[config.mk]
export PLATFORM = sky130hd
export DESIGN_NAME = tcce_ctrl
export DESIGN_NICKNAME = d
export VERILOG_FILES = /design/src/hw/rtl/tcce_pkg.sv /design/src/hw/rtl/tcce_ctrl.sv
export SDC_FILE = /design/constraint.sdc
export NUM_CORES = 1
export LEC_CHECK = 0
export BUFFER_PORTS_ARGS = -buffer_cell sky130_fd_sc_hd__buf_2
export CORE_UTILIZATION = 47
export CTS_CLUSTER_SIZE = 20
export DETAILED_ROUTE_END_ITERATION = 10
export GPL_TIMING_DRIVEN = 0
export PLACE_DENSITY = 0.83
export SLEW_MARGIN = 20
export SYNTH_ARGS = -nofsm -noshare
export SYNTH_HDL_FRONTEND = slang
export SYNTH_SLANG_ARGS = --single-unit
[constraint.sdc]
create_clock -name clk -period 3.4 [get_ports clk]
set_input_delay 0.34 -clock clk [delete_from_list [all_inputs] [get_ports clk]]
set_output_delay 0.34 -clock clk [all_outputs]
set_load 0.02 [all_outputs]
[src/hw/rtl/tcce_pkg.sv]
// Shared types and constants for the text console cell engine.
`timescale 1ns / 1ps

package tcce_pkg;

  typedef struct packed {
    logic [1:0]  operation;
    logic [7:0]  character;
    logic [10:0] read_address;
  } in_item_t;

  typedef struct packed {
    logic [10:0] cursor_position;
    logic [7:0]  cell_character;
    logic [7:0]  cell_attribute;
  } out_item_t;

  localparam logic [1:0] OP_PUT   = 2'd0;
  localparam logic [1:0] OP_READ  = 2'd1;
  localparam logic [1:0] OP_CLEAR = 2'd2;

  localparam logic [7:0] CH_BACKSPACE = 8'd8;
  localparam logic [7:0] CH_TAB       = 8'd9;
  localparam logic [7:0] CH_NEWLINE   = 8'd10;
  localparam logic [7:0] CH_RETURN    = 8'd13;
  localparam logic [7:0] CH_BLANK     = 8'd32;
  localparam logic [7:0] RESET_ATTR   = 8'd15;

  typedef enum logic [2:0] {
    K_GLYPH,
    K_NEWLINE,
    K_BACK,
    K_TAB,
    K_RETURN,
    K_READ,
    K_CLEAR,
    K_NOP
  } kind_t;

  typedef enum logic [2:0] {
    CUR_HOLD,
    CUR_HOME,
    CUR_RET,
    CUR_NEXT_ROW,
    CUR_ADVANCE,
    CUR_BACK,
    CUR_PREV_ROW
  } cur_op_t;

  typedef enum logic [1:0] {
    WA_CURSOR,
    WA_PREV,
    WA_SWEEP
  } wa_sel_t;

  typedef enum logic [1:0] {
    WD_GLYPH,
    WD_BLANK,
    WD_RESET
  } wd_sel_t;

  typedef enum logic [1:0] {
    SW_BODY,
    SW_COPY,
    SW_LAST
  } sw_sel_t;

  typedef struct packed {
    logic    load_item;
    logic    wr_en;
    wa_sel_t wa_sel;
    wd_sel_t wd_sel;
    logic    rd_item;
    logic    rd_sweep;
    logic    sweep_load;
    sw_sel_t sw_sel;
    logic    sweep_inc;
    logic    tab_dec;
    cur_op_t cur_op;
  } cmd_t;

  typedef struct packed {
    kind_t in_kind;
    kind_t kind;
    logic  col_zero;
    logic  col_last;
    logic  col_over;
    logic  row_top;
    logic  row_bottom;
    logic  tab_last;
    logic  sweep_last;
  } status_t;

endpackage

[src/hw/rtl/tcce_ctrl.sv]
// Controller: sequences item execution, tabs, scroll, clear and the reset fill.
`timescale 1ns / 1ps

module tcce_ctrl #(
  parameter int ROWS        = 25,
  parameter int PINNED_ROWS = 2
) (
  input  logic              clk,
  input  logic              rst_n,
  input  logic              start,
  output logic              busy,
  output logic              done,
  input  tcce_pkg::status_t st,
  output tcce_pkg::cmd_t    cmd
);

  typedef enum logic [2:0] {
    S_INIT,
    S_IDLE,
    S_EXEC,
    S_TAB,
    S_CLEAR,
    S_SCOPY,
    S_SDRAIN,
    S_SBLANK
  } state_t;

  localparam bit HAS_COPY = (PINNED_ROWS + 1) < ROWS;
  localparam state_t SCROLL_ENTRY = HAS_COPY ? S_SCOPY : S_SBLANK;
  localparam tcce_pkg::sw_sel_t SCROLL_SEL =
    HAS_COPY ? tcce_pkg::SW_COPY : tcce_pkg::SW_LAST;

  state_t state_r, state_nxt;
  logic   done_r, done_nxt;

  assign busy = (state_r != S_IDLE);
  assign done = done_r;

  always_comb begin
    state_nxt = state_r;
    done_nxt  = 1'b0;
    cmd       = '0;
    unique case (state_r)
      S_INIT: begin
        cmd.wr_en     = 1'b1;
        cmd.wa_sel    = tcce_pkg::WA_SWEEP;
        cmd.wd_sel    = tcce_pkg::WD_RESET;
        cmd.sweep_inc = 1'b1;
        if (st.sweep_last) state_nxt = S_IDLE;
      end
      S_IDLE: begin
        if (start) begin
          cmd.load_item = 1'b1;
          unique case (st.in_kind)
            tcce_pkg::K_TAB: state_nxt = S_TAB;
            tcce_pkg::K_CLEAR: begin
              cmd.sweep_load = 1'b1;
              cmd.sw_sel     = tcce_pkg::SW_BODY;
              state_nxt      = S_CLEAR;
            end
            default: state_nxt = S_EXEC;
          endcase
        end
      end
      S_EXEC: begin
        state_nxt = S_IDLE;
        done_nxt  = 1'b1;
        unique case (st.kind)
          tcce_pkg::K_GLYPH: begin
            cmd.wr_en  = 1'b1;
            cmd.wa_sel = tcce_pkg::WA_CURSOR;
            cmd.wd_sel = tcce_pkg::WD_GLYPH;
            if (!st.col_last) begin
              cmd.cur_op = tcce_pkg::CUR_ADVANCE;
            end else if (!st.row_bottom) begin
              cmd.cur_op = tcce_pkg::CUR_NEXT_ROW;
            end else begin
              cmd.cur_op     = tcce_pkg::CUR_RET;
              cmd.sweep_load = 1'b1;
              cmd.sw_sel     = SCROLL_SEL;
              state_nxt      = SCROLL_ENTRY;
              done_nxt       = 1'b0;
            end
          end
          tcce_pkg::K_NEWLINE: begin
            if (!st.row_bottom) begin
              cmd.cur_op = tcce_pkg::CUR_NEXT_ROW;
            end else begin
              cmd.cur_op     = tcce_pkg::CUR_RET;
              cmd.sweep_load = 1'b1;
              cmd.sw_sel     = SCROLL_SEL;
              state_nxt      = SCROLL_ENTRY;
              done_nxt       = 1'b0;
            end
          end
          tcce_pkg::K_BACK: begin
            if (!(st.col_zero && st.row_top)) begin
              cmd.wr_en  = 1'b1;
              cmd.wa_sel = tcce_pkg::WA_PREV;
              cmd.wd_sel = tcce_pkg::WD_BLANK;
              cmd.cur_op = st.col_zero ? tcce_pkg::CUR_PREV_ROW : tcce_pkg::CUR_BACK;
            end
          end
          tcce_pkg::K_RETURN: cmd.cur_op  = tcce_pkg::CUR_RET;
          tcce_pkg::K_READ:   cmd.rd_item = 1'b1;
          default: ;
        endcase
      end
      S_TAB: begin
        if (st.col_over) begin
          if (!st.row_bottom) begin
            cmd.cur_op = tcce_pkg::CUR_NEXT_ROW;
          end else begin
            cmd.cur_op     = tcce_pkg::CUR_RET;
            cmd.sweep_load = 1'b1;
            cmd.sw_sel     = SCROLL_SEL;
            state_nxt      = SCROLL_ENTRY;
          end
        end else begin
          cmd.wr_en   = 1'b1;
          cmd.wa_sel  = tcce_pkg::WA_CURSOR;
          cmd.wd_sel  = tcce_pkg::WD_BLANK;
          cmd.tab_dec = 1'b1;
          if (st.tab_last) begin
            // clamp at the last column instead of wrapping
            cmd.cur_op = st.col_last ? tcce_pkg::CUR_HOLD : tcce_pkg::CUR_ADVANCE;
            state_nxt  = S_IDLE;
            done_nxt   = 1'b1;
          end else begin
            cmd.cur_op = tcce_pkg::CUR_ADVANCE;
          end
        end
      end
      S_CLEAR: begin
        cmd.wr_en     = 1'b1;
        cmd.wa_sel    = tcce_pkg::WA_SWEEP;
        cmd.wd_sel    = tcce_pkg::WD_BLANK;
        cmd.sweep_inc = 1'b1;
        if (st.sweep_last) begin
          cmd.cur_op = tcce_pkg::CUR_HOME;
          state_nxt  = S_IDLE;
          done_nxt   = 1'b1;
        end
      end
      S_SCOPY: begin
        cmd.rd_sweep = 1'b1;
        if (st.sweep_last) begin
          cmd.sweep_load = 1'b1;
          cmd.sw_sel     = tcce_pkg::SW_LAST;
          state_nxt      = S_SDRAIN;
        end else begin
          cmd.sweep_inc = 1'b1;
        end
      end
      S_SDRAIN: state_nxt = S_SBLANK;
      S_SBLANK: begin
        cmd.wr_en     = 1'b1;
        cmd.wa_sel    = tcce_pkg::WA_SWEEP;
        cmd.wd_sel    = tcce_pkg::WD_BLANK;
        cmd.sweep_inc = 1'b1;
        if (st.sweep_last) begin
          if (st.kind == tcce_pkg::K_TAB) begin
            state_nxt = S_TAB;
          end else begin
            state_nxt = S_IDLE;
            done_nxt  = 1'b1;
          end
        end
      end
      default: state_nxt = S_IDLE;
    endcase
  end

  always_ff @(posedge clk) begin
    if (!rst_n) begin
      state_r <= S_INIT;
      done_r  <= 1'b0;
    end else begin
      state_r <= state_nxt;
      done_r  <= done_nxt;
    end
  end

endmodule

==> metrics.md, run 1 <==
| Metric | Value |
|---|---|
| Status | `finished, final reports clean` |
| Hold/Removal Path Class | `input pin to flip-flop` |
| DR pass1 iterations | `4` |
| VDD IR max | `0.200 mV` |
| Flop2flop setup slack | `1900 ps` |
| Synthesis Warnings | `0` |
| CTS-repair resized insts | `0` |
| Largest delay share family, worst path | `simple AND/OR/NAND/NOR gates` |
| Leading cell type in the layout, fill and taps excluded | `buf_2` |
| Fin. max-slew vios | `0` |
| Initial antenna violation count | `0` |
| Final-layout fill cell count | `108` |
| PortBufs | `31` |
| DP HPWL | `1.38 mm` |
| Post-layout util | `0.658` |
| Die H | `39.2 um` |
| Cell variety after synth | `42` |
| Mapped Area | `649 um^2` |
| PwrDens | `380 nW/um^2` |
| Hold worst-path end | `state_r[2]` |
| Via count | `818` |
| Initial Utilization | `0.505` |
| Commonest cells after routing, fill and taps aside | `33 x buf_2, 9 x nand2_1, 7 x nor2_1, 7 x o21ai_0` |
| Final WL | `1.79 mm` |
| Share of cells above drive strength 1 | `0.346` |
| FF-to-FF Start | `state_r[0]` |
| Post-Syn Nets | `112` |
| Drt wl/cell | `12.3 um` |
| Fmax | `473 MHz` |
| CTS tree | `yes` |
| Max-slew headroom at the worst pin | `0.718` |
| Syn avg cell area | `6.76 um^2` |
| Final setup violation count | `0` |
| Mapped Cells | `96` |
| Vias in the first global route | `637` |
| Row Count | `13` |
| RD Place Congestion | `0.901` |
| Synth-to-layout area growth | `30.3%` |
| Post-synth top area cell | `dfxtp_1` |
| Hold-fix buffers, CTS | `0` |
| CP Capture Type | `output pin` |
| Final min period | `2120 ps` |
| FFs w/ async S/R, synth | `0` |
| Leakage | `0.417 nW` |
| Die Wd | `39.2 um` |
| CP peak stage delay | `430 ps` |
| Reg2Reg Depth | `5` |
| First-pass GRT wire length | `2.73 mm` |
| Crit path kind | `flip-flop to output pin` |
| Synth area leaders | `dfxtp_1 12%, o21ai_0 5.4%, nand2_1 5.2%, nor2_1 4.0%, a21oi_1 3.9%` |
| Pin count of the biggest net entering global routing | `11` |
| 1st-iter DRT viols | `25` |
| Layout net count | `148` |
| Antenna-violating nets left | `0` |
| H-tree depth | `1` |
| RSZ-0062 raised after global routing | `no` |
| Diodes inserted | `0` |
| Worst Max-Slew Pin Slew | `421 ps` |
| Post-placement cell area | `823 um^2` |
| Total negative slack | `0 ps` |
| Clock transition at the registers of the reported paths | `40 ps` |
| Hold_sp | `rst_n` |
| Congestion Overflow GR | `0` |
| Post-Place Cells | `142` |
| EDFF count, synth | `0` |
| Io pins | `34` |
| Fin cells | `145` |
| Vias/cell | `5.64` |
| Hold path cells | `2` |
| Startpoint Class | `flip-flop` |
| Buffers and inverters on the worst path | `2` |
| Yosys reg bits | `4` |
| Cell chain of the critical path | `buf_6, nand2b_4, or4_4, o21a_1, o221ai_2, buf_2` |
| Primary FF master, synth | `dfxtp_1` |
| Max FO, Critical Path | `10` |
| CP max stage cell | `or4_4` |
| Final hold vios | `0` |
| Core area | `1280 um^2` |
| Critical path data arrival time | `1780 ps` |
| Worst R2R End | `done` |
| Clk_skew | `1.36 ps` |
| Post-CTS Repair Setup Buffers | `0` |
| Die ar. | `1530 um^2` |
| CTS buffer count | `3` |
| DRC viols | `0` |
| CP required | `3060 ps` |
| Post-synth top area share | `0.123` |
| Seq/Total Area, Yosys | `0.123` |
| Post-route cell area | `846 um^2` |
| CTS root buffer | `clkbuf_4` |
| Latest clock arrival within the worst-skew pair | `230 ps` |
| CTS max path bufs | `2` |
| Period utilization | `0.622` |
| Max-Cap Viols | `0` |
| TritonCTS Sinks | `4` |
| Total track usage | `0.251` |
[synth_stat cells (3+ instances only)]
master / instances
dfxtp_1: 4
inv_1: 5
and3_1: 3
a21oi_1: 5
nand2b_1: 4
nor3_1: 5
nand3_1: 3
nor2b_1: 4
nor2_1: 7
o21ai_0: 7
nand2_1: 9
[how the worst max path moves through the flow]
stage / endpoint / start / cells after the start
after floorplan: cmd[7] / state_r[1] / 5
after global placement: cmd[2] / st[7] / 5
after detailed placement: cmd[2] / state_r[2] / 6
after CTS: cmd[2] / state_r[2] / 6
after global routing: cmd[2] / state_r[0] / 6
final: cmd[2] / state_r[2] / 6
[routing by layer]
metal / wire (um) / track usage
met5: 0 / 0
met3: 80 / 0.0520
met1: 887 / 0.367
met2: 821 / 0.392
met4: 0 / 0.00862
[kinds of logic (layout without fill, tap and decap cells)]
kind of cell           after synthesis  after routing  synth area share
and+or+nand+nor                     49             49             0.432
AOI/OAI and AO/OA                   29             29             0.322
buffers and inverters               13             47             0.108
DFF                                  4              4             0.123
muxes                                1              1            0.0154
[registers in the layout (all words and copies together), names as in the netlist]
register,cells
state_r,3
done,1
[where the power goes]
group | total (mW) | switching (mW) | internal [mW]
clock | 0.0590 | 0.0195 | 0.0395
sequential | 0.0605 | 0.00598 | 0.0545
combinational | 0.202 | 0.124 | 0.0781
total | 0.322 | 0.150 | 0.172
[cell type report]
| type | instances | area [um^2] | share of cell area |
|---|---|---|---|
| plain buffers | 7 | 47.5 | 0.0562 |
| multi-input cells | 79 | 499 | 0.590 |
| repair buffers | 31 | 155 | 0.183 |
| well taps | 15 | 18.8 | 0.0222 |
| inverters | 6 | 22.5 | 0.0266 |
| clock buffers | 3 | 22.5 | 0.0266 |
| flip-flops and latches | 4 | 80.1 | 0.0947 |
[stage by stage]
step,total power [mW],hold slack (ps),setup slack (ps)
after detailed placement,0.262,656,1540
after global placement,0.259,651,1560
after CTS,0.324,409,1260
after floorplan,0.203,487,1540
after global routing,0.349,416,1190
final,0.322,419,1280
Power figures use the tool's default switching activity.
==> run 2: changes to the inputs <==
CORE_UTILIZATION = 44   (was 47)
PLACE_DENSITY = 0.78   (was 0.83)
clock period = 2 ns   (was 3.4 ns; I/O delays follow)
==> metrics.md, run 2 (synthesis gave the netlist of run 1 again) <==
| Metric | Value |
|---|---|
| DR pass1 iterations | `4 (unchanged)` |
| First-pass GRT wire length | `2.78 mm (+1.8%)` |
| Max reg flops | `3 (unchanged)` |
| Synth-to-layout area growth | `31.2%` |
| Vias in the first global route | `642 (+0.78%)` |
| Multi-input logic area | `502 um^2 (+0.50%)` |
| CTS root buffer | `clkbuf_4` |
| Hold/Removal Path Class | `input pin to flip-flop` |
| Sequential Area | `80.1 um^2 (unchanged)` |
| Layout net count | `148 (unchanged)` |
| TritonCTS Sinks | `4 (unchanged)` |
| CP Capture Type | `output pin` |
| RD Place Congestion | `0.915 (+1.6%)` |
| Final-layout fill cell count | `128 (+19%)` |
| PwrDens | `644 nW/um^2 (+69%)` |
| Row Count | `13 (unchanged)` |
| Share of cells above drive strength 1 | `0.362 (+0.0154)` |
| Post-layout util | `0.639 (-0.0194)` |
| DP HPWL | `1.38 mm (+0.17%)` |
| Via count | `862 (+5.4%)` |
| Latest clock arrival within the worst-skew pair | `230 ps (about the same)` |
| Total negative slack | `0 ps (unchanged)` |
| Status | `finished, final reports clean` |
| Fin cells | `145 (unchanged)` |
| Core area | `1330 um^2 (+3.8%)` |
| Antenna-violating nets left | `0 (unchanged)` |
| CP required | `1800 ps (-1260 ps)` |
| Hold path cells | `2 (unchanged)` |
| Pin count of the biggest net entering global routing | `11 (unchanged)` |
| CTS buffer count | `3 (unchanged)` |
| Post-placement cell area | `823 um^2 (unchanged)` |
| Cell chain of the critical path | `buf_6, nand2b_4, or4_4, o21a_1, o221ai_2, buf_4` |
| Final WL | `1.77 mm (-1.2%)` |
| CTS tree | `yes` |
| Initial antenna violation count | `0 (unchanged)` |
| Max-slew headroom at the worst pin | `0.707 (-0.0108)` |
| Vias/cell | `5.94 (+5.4%)` |
| H-tree depth | `1 (unchanged)` |
| VDD IR max | `0.337 mV (+69%)` |
| Post-Place Cells | `142 (unchanged)` |
| Clk_skew | `1.41 ps (+0.0524 ps)` |
| CP peak stage delay | `420 ps (about the same)` |
| Worst Max-Slew Pin Slew | `437 ps (+16.1 ps)` |
| Congestion Overflow GR | `0 (unchanged)` |
| Critical path data arrival time | `1730 ps (-50 ps)` |
| Max FO, Critical Path | `10 (unchanged)` |
| Startpoint Class | `flip-flop` |
| CTS max path bufs | `2 (unchanged)` |
| Final hold vios | `0 (unchanged)` |
| Final setup violation count | `0 (unchanged)` |
| 1st-iter DRT viols | `25 (unchanged)` |
| Post-CTS Repair Setup Buffers | `0 (unchanged)` |
| PortBufs | `31 (unchanged)` |
| Post-place setup slack | `289 ps (-1250 ps)` |
| Leakage | `0.421 nW (+0.96%)` |
| Hold_sp | `rst_n` |
| Reg2Reg Depth | `5 (unchanged)` |
| DRC viols | `0 (unchanged)` |
| Diodes inserted | `0 (unchanged)` |
| Leading cell type in the layout, fill and taps excluded | `buf_2` |
| Hold worst-path end | `state_r[2]` |
| Drt wl/cell | `12.2 um (-1.2%)` |
| Die ar. | `1630 um^2 (+6.5%)` |
| Max-Cap Viols | `0 (unchanged)` |
| Final min period | `1930 ps` |
| Initial Utilization | `0.487 (-0.0185)` |
| Worst setup margin | `66.4 ps (-1220 ps)` |
| Total track usage | `0.248 (-0.00318)` |
| FF-to-FF Start | `state_r[1]` |
| Worst R2R End | `state_r[2]` |
| Post-route cell area | `852 um^2 (+0.74%)` |
| Die H | `40.4 um (+3.2%)` |
| Pwr Total | `0.549 mW (+71%)` |
| Hold_ws | `271 ps (-148 ps)` |
| CP max stage cell | `or4_4` |
| Fmax | `517 MHz` |
| Fin. max-slew vios | `0 (unchanged)` |
| Flop2flop setup slack | `530 ps (-1370 ps)` |
| Clock transition at the registers of the reported paths | `40 ps (about the same)` |
| Largest Register | `state_r` |
| Commonest cells after routing, fill and taps aside | `32 x buf_2, 9 x nand2_1, 7 x nor2_1, 7 x o21ai_0` |
| Die Wd | `40.4 um (+3.2%)` |
| RSZ-0062 raised after global routing | `no` |
| Period utilization | `0.967` |
| Crit path kind | `flip-flop to output pin` |
| Io pins | `34 (unchanged)` |
==> run 2: changes by cell type in the layout (fill, tap and decap cells not counted), sizes merged <==
cell | previous run | this run
clkbuf | 4 | 5
buf | 37 | 36
==> run 2: repair_timing <==
action                                  in CTS  in global routing
hold buffers                                 0                  0
endpoints found under the setup margin       0                  4
gates resized for setup                      0                  3
==> run 2: routing by layer <==
layer	track usage	up-vias	routed length [um]
li1	-	428	-
met1	0.350	382	777
met2	0.389	52	820
met3	0.0667	0	170
met4	0.0167	0	0
met5	0	-	0
==> run 2: critical path, delay by kind of cell, from the launching register on <==
| family | cells | cell delay (ps) |
|---|---|---|
| simple gates | 2 | 570 |
| compound gates | 2 | 330 |
| flops | 1 | 300 |
| buf+inv | 2 | 290 |
==> run 2: final cells by class <==
type                    count  area share
multi-input cells          79       0.589
repair buffers             31       0.185
flip-flops and latches      4      0.0940
plain buffers               7      0.0573
clock buffers               3      0.0264
inverters                   6      0.0264
well taps                  15      0.0220
==> run 2: worst max-delay path by stage <==
stage,startpoint,endpoint,depth (start not counted)
2_1_floorplan,state_r[1],cmd[7],5
3_3_place_gp,state_r[2],cmd[2],6
3_5_place_dp,state_r[2],cmd[2],6
4_1_cts,state_r[2],cmd[2],6
5_1_grt,state_r[2],cmd[2],6
6_report,state_r[2],cmd[2],6
==> run 2: report_power, final <==
part	total, mW	internal (mW)	switching [mW]
clock network	0.0995	0.0671	0.0325
registers	0.103	0.0927	0.00990
logic	0.346	0.134	0.212
==> run 3: changes to the inputs <==
ABC_AREA = 1   (was unset)
CORE_UTILIZATION = 43   (was 44)
==> metrics.md, run 3 <==
| Metric | Value |
|---|---|
| Fin cells | `166 (+14%)` |
| CTS tree | `yes` |
| Via count | `843 (-2.2%)` |
| FFs w/ async S/R, synth | `0 (unchanged)` |
| Max FO, Critical Path | `6 (-4)` |
| Vias in the first global route | `665 (+3.6%)` |
| Buffers and inverters on the worst path | `2 (unchanged)` |
| Post-synthesis compound-gate area fraction | `0.129 (-0.193)` |
| Total negative slack | `0 ps (unchanged)` |
| Die ar. | `1560 um^2 (-4.7%)` |
| Final WL | `1.66 mm (-6.1%)` |
| Fmax | `572 MHz (+11%)` |
| Critical path data arrival time | `1550 ps (-180 ps)` |
| Core area | `1300 um^2 (-2.4%)` |
| RSZ-0062 raised after global routing | `no` |
| CTS root buffer | `clkbuf_4` |
| Hold-fix buffers, CTS | `0 (unchanged)` |
| Commonest cells after routing, fill and taps aside | `33 x nand2_1, 33 x buf_2, 22 x nor2_1` |
| Worst Max-Slew Pin Slew | `275 ps (-162 ps)` |
| Most frequent cell after synthesis | `nand2_1` |
| Final hold vios | `0 (unchanged)` |
| Mapped Cells | `115 (+20%)` |
| Worst R2R End | `state_r[2]` |
| Hold_ws | `226 ps (-44.6 ps)` |
| DP HPWL | `1.37 mm (-0.62%)` |
| Die H | `39.5 um (-2.4%)` |
| Diodes inserted | `0 (unchanged)` |
| Met1 Track Usage GR | `0.318 (-0.0321)` |
| Max reg flops | `3 (unchanged)` |
| Sw power | `0.239 mW (-5.9%)` |
| Seq/Total Area, Yosys | `0.133 (+0.00947)` |
| FF-to-FF Start | `state_r[1]` |
| CTS-repair resized insts | `0 (unchanged)` |
| PortBufs | `33 (+6.5%)` |
| Largest Register | `state_r` |
| Post-synthesis mux area share | `0 (-0.0154)` |
| Latest clock arrival within the worst-skew pair | `240 ps (about the same)` |
| Syn avg cell area | `5.24 um^2 (-22%)` |
| CP max stage cell | `dfxtp_1` |
| Post-synth top area share | `0.205 (+0.0821)` |
| RD Place Congestion | `0.848 (-7.4%)` |
| 1st-iter DRT viols | `18 (-28%)` |
| Mapped Area | `603 um^2 (-7.1%)` |
| Post-synthesis xor/xnor area fraction | `0 (unchanged)` |
| Antenna-violating nets left | `0 (unchanged)` |
| Row Count | `13 (unchanged)` |
| Period utilization | `0.874 (-0.0925)` |
| Max-Cap Viols | `0 (unchanged)` |
| Hold worst-path end | `state_r[2]` |
| CTS buffer count | `3 (unchanged)` |
| Startpoint Class | `flip-flop` |
| Clock network fraction of total power | `0.199 (+0.018)` |
| Yosys reg bits | `4 (unchanged)` |
| Met3 usage | `0.0170 (-0.0496)` |
| Post-Place Cells | `163 (+15%)` |
| Die Wd | `39.5 um (-2.4%)` |
| Clock transition at the registers of the reported paths | `40 ps (about the same)` |
| Multi-input logic area | `442 um^2 (-12%)` |
| Crit path depth | `5 (-1)` |
| Status | `finished, final reports clean` |
| Cell chain of the critical path | `inv_1, nand2_2, a21oi_1, or3_1, buf_2` |
| Flop2flop setup slack | `760 ps (+230 ps)` |
| Post-synth top area cell | `nand2_1` |
| H-tree depth | `1 (unchanged)` |
| DRC viols | `0 (unchanged)` |
| Leakage | `0.475 nW (+13%)` |
| CP Capture Type | `output pin` |
| Total track usage | `0.238 (-0.0100)` |
| CP required | `1800 ps (about the same)` |
| Fin. max-slew vios | `0 (unchanged)` |
| Layer with the highest usage | `met2` |
| Synth-to-layout area growth | `34.2%` |
| Initial antenna violation count | `0 (unchanged)` |
| Post-synthesis simple-gate area fraction | `0.604 (+0.172)` |
| Layout net count | `169 (+14%)` |
| Share of cells above drive strength 1 | `0.305 (-0.0569)` |
| Largest family of logic cells by synthesized area | `simple AND/OR/NAND/NOR gates` |
| Sequential Area | `80.1 um^2 (unchanged)` |
| PwrDens | `616 nW/um^2 (-4.4%)` |
| Post-CTS Repair Setup Buffers | `0 (unchanged)` |
| VDD IR max | `0.261 mV (-23%)` |
| Max-slew headroom at the worst pin | `0.816 (+0.109)` |
| Drt wl/cell | `10.0 um (-18%)` |
| CTS max path bufs | `2 (unchanged)` |
| Primary FF master, synth | `dfxtp_1` |
| DR pass1 iterations | `6 (+2)` |
| Post-synth top cells | `33 x nand2_1, 22 x nor2_1, 17 x inv_1` |
| Sequential power share | `0.207 (+0.020)` |
| Vias/cell | `5.08 (-15%)` |
| Adder-cell area share of the yosys netlist | `0 (unchanged)` |
| Congestion Overflow GR | `0 (unchanged)` |
| Initial Utilization | `0.463 (-0.0234)` |
| TritonCTS Sinks | `4 (unchanged)` |
| Internal power | `0.259 mW (-12%)` |
| First-pass GRT wire length | `2.62 mm (-5.7%)` |
| Pin count of the biggest net entering global routing | `9 (-2)` |
| Crit path kind | `flip-flop to output pin` |
| Clk_skew | `7.86 ps (+6.45 ps)` |
| Gate power share | `0.594 (-0.037)` |
| Io pins | `34 (unchanged)` |
| Post-Syn Nets | `131 (+17%)` |
| Final-layout fill cell count | `137 (+7.0%)` |
| Cell variety after synth | `21 (-50%)` |
| Final min period | `1750 ps (-185 ps)` |
| Synthesis Warnings | `0 (unchanged)` |
| Largest delay share family, worst path | `simple AND/OR/NAND/NOR gates` |
| Met2 Use GR | `0.410 (+0.0209)` |
| EDFF count, synth | `0 (unchanged)` |
| Reg2Reg Depth | `7 (+2)` |
| Hold path cells | `3 (+1)` |
| Synth area leaders | `nand2_1 21%, nor2_1 14%, dfxtp_1 13%, inv_1 11%, nand3_1 10%` |
| Hold_sp | `rst_n` |
| Sw frac | `0.480 (+0.0167)` |
| CP peak stage delay | `460 ps (+40 ps)` |
| Final setup violation count | `0 (unchanged)` |
| Hold/Removal Path Class | `input pin to flip-flop` |
[run 3: cell count changes in the layout (fill, tap and decap cells not counted), moves of 3 or more]
cell	before	now
nor2b_1	3	0
nor2_1	7	22
and3_1	3	0
nand2b_1	4	0
nor3_1	5	0
nor2_4	0	3
inv_1	5	17
o21ai_0	7	3
nand3_1	3	12
nand2_2	0	4
nand2_1	9	33
[run 3: worst min-delay path, stage by stage]
cell and delay, ps:
buf_2 110, nand2_1 60, nor2_1 40
[run 3: kinds of logic (layout without fill, tap and decap cells)]
group,count (synthesis),count (layout)
AO/OA/AOI/OAI,13,13
buffers and inverters,19,55
AND/OR/NAND/NOR,79,79
flip-flops,4,4
[run 3: routing by layer]
layer  vias up  wire (um)
met4         0          8
met1       355        774
li1        442          -
met2        44        760
met5         -          0
met3         2        117
[run 3: area by class of cell]
cell class,count,share of cell area
buffer,1,0.0139
clock buffer,3,0.0278
inverter,18,0.0866
multi-input combinational,92,0.546
sequential,4,0.0989
tap,15,0.0232
timing repair buffer,33,0.204
[run 3: stage by stage]
stage                     instance area, um^2  total power [mW]   util  setup slack (ps)
final                                     810             0.498  0.622               251
after CTS                                 810             0.502  0.622               261
after floorplan                           603             0.309      -               378
after detailed placement                  787             0.399  0.605               520
after global routing                      810             0.548  0.622               138
after global placement                    787             0.396  0.605               557
[run 3: power groups by stage]
stage	sequential, mW	combinational, mW	clock (mW)
final	0.103	0.296	0.0992
after global routing	0.104	0.332	0.111
after CTS	0.102	0.296	0.103
after detailed placement	0.103	0.295	0
after global placement	0.103	0.293	0
after floorplan	0.104	0.205	0
[run 3: worst max-delay path by stage]
stage,to,slack (ps),startpoint
finish,cmd[10],250,state_r[1]
floorplan,cmd[7],380,state_r[1]
CTS,cmd[10],260,state_r[1]
global placement,cmd[10],560,state_r[1]
global route,cmd[14],140,state_r[1]
detailed placement,cmd[10],520,state_r[1]
